File: src/hw/rtl/esc_pkg.sv
package esc_pkg;

	// Internal widths cover the widest supported input of 40 bits.
	localparam int SECS_W = 40;
	localparam int LOW_W = 7;
	localparam int T_W = SECS_W - LOW_W;
	localparam int CHUNK_W = 11;
	localparam int MUL_STEPS = T_W / CHUNK_W;
	localparam int CNT_W = $clog2(MUL_STEPS);
	localparam int RECIP_W = 34;
	localparam int PART_W = CHUNK_W + RECIP_W;
	localparam int DAYS_W = 24;
	localparam int DAY_SHIFT = 43;
	localparam int PROD_W = DAY_SHIFT + DAYS_W;
	localparam int YEAR_W = 16;

	localparam logic [CNT_W-1:0] MUL_LAST = CNT_W'(MUL_STEPS - 1);

	// Seconds shifted down by 7 leave a division by 675 for whole days. The reciprocal
	// is 2^43 / 675 rounded up, which is exact for every 33-bit dividend.
	localparam logic [RECIP_W-1:0] RECIP_DAY = RECIP_W'(64'd13031248922);
	localparam logic [9:0] DAY_UNITS = 10'd675;
	// 2^29 / 3600, 2^18 / 60 and 2^28 / 7, each rounded up.
	localparam logic [17:0] RECIP_HOUR = 18'd149131;
	localparam logic [12:0] RECIP_MIN = 13'd4370;
	localparam logic [25:0] RECIP_WEEK = 26'd38347923;
	localparam logic [11:0] SECS_PER_HOUR = 12'd3600;
	localparam logic [5:0] SECS_PER_MIN = 6'd60;

	localparam logic [DAYS_W-1:0] DAYS_PER_400Y = DAYS_W'(146097);
	// The leap cycle starts at the year 2000 plus a multiple of 400; 1970 is at position 370.
	localparam logic [YEAR_W-1:0] BASE_YEAR_OFS = YEAR_W'(70);
	localparam logic [YEAR_W-1:0] YEARS_PER_CYCLE = YEAR_W'(400);
	localparam logic [8:0] BASE_CYCLE_POS = 9'd370;
	localparam logic [8:0] LAST_CYCLE_POS = 9'd399;
	localparam logic [3:0] EPOCH_WEEKDAY = 4'd4;
	localparam logic [3:0] DAYS_PER_WEEK = 4'd7;
	localparam logic [3:0] MONTHS_PER_YEAR = 4'd12;

	typedef enum logic [3:0] {
		OP_NONE,
		OP_LOAD,
		OP_MUL_STEP,
		OP_DAYS,
		OP_SPLIT,
		OP_HOUR,
		OP_REST,
		OP_MINUTE,
		OP_SECOND,
		OP_YEAR_STEP,
		OP_MONTH_STEP,
		OP_PUBLISH
	} op_t;

	typedef struct packed {
		op_t op;
	} cmd_t;

	typedef struct packed {
		logic year_done;
		logic month_done;
	} status_t;

	function automatic logic [8:0] month_len(input logic [3:0] m, input logic leap);
		logic [8:0] n;
		case (m)
			4'd1:    n = leap ? 9'd29 : 9'd28;
			4'd3:    n = 9'd30;
			4'd5:    n = 9'd30;
			4'd8:    n = 9'd30;
			4'd10:   n = 9'd30;
			default: n = 9'd31;
		endcase
		return n;
	endfunction

endpackage

File: src/hw/rtl/esc_ctrl.sv
module esc_ctrl
	import esc_pkg::*;
(
	input  logic    clk,
	input  logic    arst_n,
	input  logic    in_valid,
	output logic    in_stall,
	output logic    out_valid,
	input  logic    out_stall,
	input  status_t status,
	output cmd_t    cmd
);

	typedef enum logic [3:0] {
		ST_IDLE,
		ST_MUL,
		ST_DAYS,
		ST_SPLIT,
		ST_HOUR,
		ST_REST,
		ST_MINUTE,
		ST_SECOND,
		ST_YEAR,
		ST_MONTH,
		ST_PUBLISH
	} state_t;

	state_t           state_q;
	logic [CNT_W-1:0] cnt_q;
	logic             out_valid_q;
	logic             pub_fire;

	assign pub_fire  = (state_q == ST_PUBLISH) && (!out_valid_q || !out_stall);
	assign in_stall  = (state_q != ST_IDLE);
	assign out_valid = out_valid_q;

	always_comb begin
		case (state_q)
			ST_IDLE:    cmd.op = in_valid ? OP_LOAD : OP_NONE;
			ST_MUL:     cmd.op = OP_MUL_STEP;
			ST_DAYS:    cmd.op = OP_DAYS;
			ST_SPLIT:   cmd.op = OP_SPLIT;
			ST_HOUR:    cmd.op = OP_HOUR;
			ST_REST:    cmd.op = OP_REST;
			ST_MINUTE:  cmd.op = OP_MINUTE;
			ST_SECOND:  cmd.op = OP_SECOND;
			ST_YEAR:    cmd.op = OP_YEAR_STEP;
			ST_MONTH:   cmd.op = OP_MONTH_STEP;
			ST_PUBLISH: cmd.op = pub_fire ? OP_PUBLISH : OP_NONE;
			default:    cmd.op = OP_NONE;
		endcase
	end

	always_ff @(posedge clk or negedge arst_n) begin
		if (!arst_n) begin
			state_q     <= ST_IDLE;
			cnt_q       <= '0;
			out_valid_q <= 1'b0;
		end else begin
			if (pub_fire) begin
				out_valid_q <= 1'b1;
			end else if (out_valid_q && !out_stall) begin
				out_valid_q <= 1'b0;
			end
			case (state_q)
				ST_IDLE: begin
					if (in_valid) begin
						state_q <= ST_MUL;
						cnt_q   <= '0;
					end
				end
				ST_MUL: begin
					if (cnt_q == MUL_LAST) begin
						state_q <= ST_DAYS;
					end
					cnt_q <= cnt_q + 1'b1;
				end
				ST_DAYS: begin
					state_q <= ST_SPLIT;
				end
				ST_SPLIT: begin
					state_q <= ST_HOUR;
				end
				ST_HOUR: begin
					state_q <= ST_REST;
				end
				ST_REST: begin
					state_q <= ST_MINUTE;
				end
				ST_MINUTE: begin
					state_q <= ST_SECOND;
				end
				ST_SECOND: begin
					state_q <= ST_YEAR;
				end
				ST_YEAR: begin
					if (status.year_done) begin
						state_q <= ST_MONTH;
					end
				end
				ST_MONTH: begin
					if (status.month_done) begin
						state_q <= ST_PUBLISH;
					end
				end
				ST_PUBLISH: begin
					if (pub_fire) begin
						state_q <= ST_IDLE;
					end
				end
				default: begin
					state_q <= ST_IDLE;
				end
			endcase
		end
	end

endmodule

File: src/hw/rtl/esc_datapath.sv
module esc_datapath
	import esc_pkg::*;
#(
	parameter int SECONDS_BITS = 34
) (
	input  logic                    clk,
	input  cmd_t                    cmd,
	input  logic [SECONDS_BITS-1:0] epoch_seconds,
	output status_t                 status,
	output logic [5:0]              second_of_minute,
	output logic [5:0]              minute_of_hour,
	output logic [4:0]              hour_of_day,
	output logic [2:0]              weekday,
	output logic [9:0]              years_since_1900,
	output logic [8:0]              day_of_year,
	output logic [3:0]              month_index,
	output logic [4:0]              day_of_month
);

	localparam int WNUM_W = DAYS_W + 1;
	localparam int WPROD_W = WNUM_W + 26;

	logic [SECS_W-1:0]  secs_ext;
	logic [T_W-1:0]     t_q;
	logic [T_W-1:0]     mul_q;
	logic [LOW_W-1:0]   low_q;
	logic [PROD_W-1:0]  acc_q;
	logic [DAYS_W-1:0]  days_q;
	logic [16:0]        sod_q;
	logic [WNUM_W-1:0]  wnum_q;
	logic [22:0]        wquo_q;
	logic [11:0]        rest_q;
	logic [DAYS_W-1:0]  dr_q;
	logic [YEAR_W-1:0]  yr_q;
	logic [8:0]         ypos_q;
	logic [3:0]         mon_q;
	logic [5:0]         sec_q;
	logic [5:0]         min_q;
	logic [4:0]         hour_q;
	logic [2:0]         wday_q;
	logic [8:0]         doy_q;

	logic [PART_W-1:0]  part;
	logic [T_W-1:0]     day_prod;
	logic [9:0]         day_rem;
	logic [34:0]        hprod;
	logic [WPROD_W-1:0] wprod;
	logic [24:0]        mprod;
	logic               leap;
	logic [8:0]         ylen;
	logic [8:0]         mlen;

	assign secs_ext = SECS_W'(epoch_seconds);

	// The reciprocal product is built from the top chunk of the dividend down.
	assign part = PART_W'(mul_q[T_W-1 -: CHUNK_W]) * RECIP_DAY;

	assign day_prod = T_W'(days_q) * DAY_UNITS;
	assign day_rem  = 10'(t_q - day_prod);
	assign hprod    = 35'(sod_q) * RECIP_HOUR;
	assign wprod    = WPROD_W'(wnum_q) * RECIP_WEEK;
	assign mprod    = 25'(rest_q) * RECIP_MIN;

	// Position within the 400-year cycle decides leap years.
	assign leap = (ypos_q[1:0] == 2'b00) && (ypos_q != 9'd100) && (ypos_q != 9'd200)
		&& (ypos_q != 9'd300);
	assign ylen = leap ? 9'd366 : 9'd365;
	assign mlen = month_len(mon_q, leap);

	assign status.year_done  = (dr_q < DAYS_W'(ylen));
	assign status.month_done = (mon_q == MONTHS_PER_YEAR) || (dr_q < DAYS_W'(mlen));

	always_ff @(posedge clk) begin
		case (cmd.op)
			OP_LOAD: begin
				t_q   <= secs_ext[SECS_W-1:LOW_W];
				mul_q <= secs_ext[SECS_W-1:LOW_W];
				low_q <= secs_ext[LOW_W-1:0];
				acc_q <= '0;
			end
			OP_MUL_STEP: begin
				acc_q <= (acc_q << CHUNK_W) + PROD_W'(part);
				mul_q <= mul_q << CHUNK_W;
			end
			OP_DAYS: begin
				days_q <= acc_q[PROD_W-1:DAY_SHIFT];
			end
			OP_SPLIT: begin
				sod_q  <= {day_rem, low_q};
				wnum_q <= WNUM_W'(days_q) + WNUM_W'(EPOCH_WEEKDAY);
			end
			OP_HOUR: begin
				hour_q <= hprod[33:29];
				wquo_q <= wprod[50:28];
			end
			OP_REST: begin
				rest_q <= 12'(sod_q - 17'(hour_q) * SECS_PER_HOUR);
				wday_q <= 3'(wnum_q - WNUM_W'(wquo_q) * DAYS_PER_WEEK);
			end
			OP_MINUTE: begin
				min_q <= mprod[23:18];
			end
			OP_SECOND: begin
				sec_q  <= 6'(rest_q - 12'(min_q) * SECS_PER_MIN);
				yr_q   <= BASE_YEAR_OFS;
				ypos_q <= BASE_CYCLE_POS;
				dr_q   <= days_q;
			end
			OP_YEAR_STEP: begin
				// Whole 400-year cycles go first and leave the leap pattern unchanged.
				if (dr_q >= DAYS_PER_400Y) begin
					dr_q <= dr_q - DAYS_PER_400Y;
					yr_q <= yr_q + YEARS_PER_CYCLE;
				end else if (status.year_done) begin
					doy_q <= dr_q[8:0];
					mon_q <= '0;
				end else begin
					dr_q   <= dr_q - DAYS_W'(ylen);
					yr_q   <= yr_q + 1'b1;
					ypos_q <= (ypos_q == LAST_CYCLE_POS) ? 9'd0 : ypos_q + 1'b1;
				end
			end
			OP_MONTH_STEP: begin
				if (!status.month_done) begin
					dr_q  <= dr_q - DAYS_W'(mlen);
					mon_q <= mon_q + 1'b1;
				end
			end
			OP_PUBLISH: begin
				second_of_minute <= sec_q;
				minute_of_hour   <= min_q;
				hour_of_day      <= hour_q;
				weekday          <= wday_q;
				years_since_1900 <= yr_q[9:0];
				day_of_year      <= doy_q;
				month_index      <= mon_q;
				day_of_month     <= dr_q[4:0] + 1'b1;
			end
			default: begin
			end
		endcase
	end

endmodule

File: src/hw/rtl/epoch_seconds_to_calendar.sv
// Converts seconds since 1970-01-01 UTC into a broken-down UTC calendar time.
// It loads the input, builds the reciprocal product, takes whole days, splits off hours,
// weekday, minutes and seconds, walks 400-year cycles, years and months, and registers
// the result. The next item is taken the cycle after the result is registered, and no
// item is taken while one is in flight; a stalled earlier result holds the new one back.
// Reset clears the controller and the output valid; data registers are not reset.
module epoch_seconds_to_calendar
	import esc_pkg::*;
#(
	parameter int SECONDS_BITS = 34
) (
	input  logic                    clk,
	input  logic                    arst_n,
	input  logic                    in_valid,
	output logic                    in_stall,
	input  logic [SECONDS_BITS-1:0] epoch_seconds,
	output logic                    out_valid,
	input  logic                    out_stall,
	output logic [5:0]              second_of_minute,
	output logic [5:0]              minute_of_hour,
	output logic [4:0]              hour_of_day,
	output logic [2:0]              weekday,
	output logic [9:0]              years_since_1900,
	output logic [8:0]              day_of_year,
	output logic [3:0]              month_index,
	output logic [4:0]              day_of_month
);

	cmd_t    cmd;
	status_t status;

	esc_ctrl u_ctrl (
		.clk       (clk),
		.arst_n    (arst_n),
		.in_valid  (in_valid),
		.in_stall  (in_stall),
		.out_valid (out_valid),
		.out_stall (out_stall),
		.status    (status),
		.cmd       (cmd)
	);

	esc_datapath #(
		.SECONDS_BITS(SECONDS_BITS)
	) u_datapath (
		.clk              (clk),
		.cmd              (cmd),
		.epoch_seconds    (epoch_seconds),
		.status           (status),
		.second_of_minute (second_of_minute),
		.minute_of_hour   (minute_of_hour),
		.hour_of_day      (hour_of_day),
		.weekday          (weekday),
		.years_since_1900 (years_since_1900),
		.day_of_year      (day_of_year),
		.month_index      (month_index),
		.day_of_month     (day_of_month)
	);

endmodule
File: config.mk
export PLATFORM = sky130hd
export DESIGN_NAME = epoch_seconds_to_calendar
export DESIGN_NICKNAME = d
export VERILOG_FILES = /design/src/hw/rtl/esc_pkg.sv /design/src/hw/rtl/esc_ctrl.sv /design/src/hw/rtl/esc_datapath.sv /design/src/hw/rtl/epoch_seconds_to_calendar.sv
export SDC_FILE = /design/constraint.sdc
export NUM_CORES = 2
export LEC_CHECK = 0
export ABC_AREA = 1
export BUFFER_PORTS_ARGS = -buffer_cell sky130_fd_sc_hd__buf_4
export CAP_MARGIN = 0
export CORE_ASPECT_RATIO = 1.25
export CORE_MARGIN = 5
export CORE_UTILIZATION = 40
export DETAILED_ROUTE_END_ITERATION = 12
export PLACE_DENSITY = 0.63
export SLEW_MARGIN = 25
export SYNTH_ARGS = -nofsm -noshare
export SYNTH_HDL_FRONTEND = slang
export SYNTH_SLANG_ARGS = --single-unit
File: constraint.sdc
create_clock -name clk -period 9.5 [get_ports clk]
set_input_delay 0.95 -clock clk [delete_from_list [all_inputs] [get_ports clk]]
set_output_delay 0.95 -clock clk [all_outputs]
set_load 0.1 [all_outputs]
==> metrics.txt <==
layout cell share with drive strength beyond 1 ~5.4%; final hold violation count 0; total grt overflow 0; Total GRT Usage a little over a fifth; die height 344 um; RR Endpoint u_datapath.acc_q[53]; CTS Hold Bufs 0; FF+latch count, synth ~330; Worst-Skew Late Latency between 0.5 and 0.6 ns; CP required 9.83 ns; post-synthesis adder-cell area fraction 34.8%; Starting Density between 40% and 50%; nets around 5,000; TNS Setup 0 ns; routed vias about 28,000; max incr delay on CP roughly 0.6 ns; sequential share of the synthesized area roughly 28%; dominant cell type by area after synthesis edfxtp_1; Reg-to-Reg Start u_datapath.mul_q[30]; worst-margin pin slew ~1 ns; Worst setup endpoint u_datapath.acc_q[53]; CTS Buffer Depth 3; crit path from u_datapath.mul_q[30]; largest net degree at the start of global routing 67; reg2reg path depth 29; Critical Path Sink Type register; startpoint class of the critical path register; DR WL/cell 18.8 um; drt total wl roughly 100 mm; drt first pass iters 6; fmax about 0.13 GHz; largest family of logic cells by synthesized area adder cells; Initial DRC Count 1,883; Final period util between 80% and 90%; WP data arrival ~8 ns; Post-CTS Resized 0; Final Setup Violations 0; die area 0.0951 sq mm; clk_skew 0.0281 ns; max cap viols 0; CP max-delay cell edfxtp_1; Simple-Gate Fraction of Synth Area about 17%; IO Port Bufs 87; fraction of registers with async set/reset under 10%; syn avg cell area a little under 9 sq um; Yosys cell types 56; Core Box Area about 0.09 sq mm; CTS tree built; H-tree depth 2; initial antenna violation count 0; synth warn 0; pins over their slew limit 0; Area growth, synth to finish 9.79%; Post-Syn Nets ~5,000; Routed Antenna Nets 0; EDFF count, synth about 320; antenna cells 0; vias per cell approximately 5; clk sinks roughly 330; Syn Inst Count 4,107; CP most frequent cell inv_1; mux cell area share after synthesis 0%; outcome finished clean; Root Driver clkbuf_16; fin crit period ~8 ns; fill cell count between 8,000 and 9,000; GPL Wtd Cong 1.02; Synth top area share about 27%; Site Rows roughly 120; first-pass GRT wire length 158 mm; CP Class register to register; vias in the first global route roughly 29,000; synthesized area between 0.03 and 0.04 sq mm; Synth Area in Compound Gates 8.05%; Worst path top cell family by delay simple AND/OR/NAND/NOR gates; setup bufs post-CTS 0; Critical Path Stages 29; Slew HR 31.5%; reg2reg setup slack 1.70 ns; CTS Buf Count between 40 and 50; Die X about 280 um; crit path buf inv count 6; RSZ-0062 raised after global routing no; Hold WS between 0.15 and 0.2 ns; main area contributors after synthesis edfxtp_1 (27%), ha_1 (21%), fa_1 (14%); Hold Crit Class input port to asynchronous set/reset pin; xor-xnor portion of the synthesized cell area under 10%; drt drc 0; Synth Flop Type edfxtp_1; CTS clk-pin slew, worst paths 0.06 ns; crit-path max FO 9; number of I/O pins 88; dpl hpwl approximately 86 mm
[worst register-to-register path: cells and delay by family (launching register included)]
family                   cells  cell delay, ns
buffers and inverters        6            0.38
adder cells (fa/ha/maj)      7            3.22
XOR/XNOR                     1            0.09
AND/OR/NAND/NOR             15            3.27
flip-flops                   1            0.60
[layer usage]
metal	track usage, %	share of wire, %	up-vias
met2	38.9	51	711
met4	9.91	5.5	0
met3	2.28	3.9	230
met5	0	0	-
li1	-	-	13700
met1	24.6	40	13300
[registers in the layout (all words and copies together) (netlist names), 4 cells and up]
name / cells
u_datapath.mul_q: 33
u_datapath.dr_q: 24
u_datapath.mon_q: 4
u_datapath.years_since_1900: 10
u_datapath.hour_of_day: 5
u_ctrl.state_q: 4
u_datapath.second_of_minute: 6
u_datapath.t_q: 10
u_datapath.month_index: 4
u_datapath.day_of_month: 5
u_datapath.rest_q: 12
u_datapath.yr_q: 10
u_datapath.hour_q: 5
u_datapath.ypos_q: 9
u_datapath.sec_q: 6
u_datapath.minute_of_hour: 6
u_datapath.day_of_year: 9
u_datapath.doy_q: 9
u_datapath.min_q: 6
u_datapath.low_q: 7
u_datapath.days_q: 24
u_datapath.wnum_q: 25
u_datapath.acc_q: 66
u_datapath.sod_q: 17
[cell families (layout without fill, tap and decap cells)]
logic type               count (synthesis)  in the layout
buffers and inverters                  838            977
AO/OA/AOI/OAI                          521            521
AND/OR/NAND/NOR                       1424           1424
XOR/XNOR                               157            157
adder cells (fa/ha/maj)                839            839
flip-flops                             328            328
[layout by cell type (no fill, tap or decap), types with 15 or more instances in the layout]
master	count
inv_1	788
nand2_1	697
ha_1	585
nor2_1	372
edfxtp_1	321
fa_1	254
a21oi_1	247
nand3_1	197
o21ai_0	160
xor2_1	117
buf_4	99
nor3_1	58
clkbuf_16	42
xnor2_1	40
nand4_1	31
o21bai_1	22
a31oi_1	20
or2_2	18
inv_2	15
[Yosys cell counts, types with 2 or more instances]
library cell	instances
or2_2	18
xor2_1	117
a21oi_1	248
and3_1	5
dfrtp_1	7
o2111ai_1	3
o21a_1	11
inv_2	15
nand2_1	697
nand2_2	3
xnor2_1	40
nand3_1	197
o21ai_1	5
a211oi_1	4
ha_1	585
o211ai_1	12
o21bai_1	22
a21boi_0	5
inv_1	788
o21ai_2	4
fa_1	254
a31oi_1	20
o22ai_1	6
buf_2	8
nor2_2	8
clkbuf_1	15
nor2_4	3
nand3b_1	4
buf_4	5
nand4_1	31
nor4_1	11
buf_1	2
edfxtp_1	321
buf_6	5
o21ai_0	161
nor3_1	59
a21o_1	10
o31ai_1	2
nor2_1	379
[worst min path at each step]
stage / startpoint / end / slack (ns)
after floorplan: u_datapath.doy_q[0] / u_datapath.day_of_year[0] / 0.40
after detailed placement: u_datapath.doy_q[8] / u_datapath.day_of_year[8] / 0.40
after global placement: u_datapath.sec_q[5] / u_datapath.second_of_minute[5] / 0.40
after CTS: arst_n / u_ctrl.out_valid / 0.14
final: arst_n / u_ctrl.out_valid / 0.18
after global routing: arst_n / u_ctrl.out_valid / 0.16
[final cells by class]
type,instances,area (sq um),share of cell area [%]
inverter,803,3010,7.71
tap,1178,1470,3.77
multi-input combinational,2941,22600,57.9
sequential,328,9810,25.1
timing repair buffer,100,771,1.97
clock buffer,48,1070,2.75
clock inverter,26,307,0.784
[through the flow]
step / instance area, sq um / setup slack (ns) / cells / utilization [%]
2_1_floorplan: 35600 / 0.309 / 4107 / -
3_3_place_gp: 37700 / 1.85 / 5349 / 42.6
3_5_place_dp: 37700 / 1.96 / 5350 / 42.6
4_1_cts: 39100 / 1.92 / 5424 / 44.2
5_1_grt: 39100 / 1.49 / 5424 / 44.2
6_report: 39100 / 1.70 / 5424 / 44.2
Power is not shown: default switching activity piles up to over one toggle a cycle in this logic, so the estimate is an artifact.
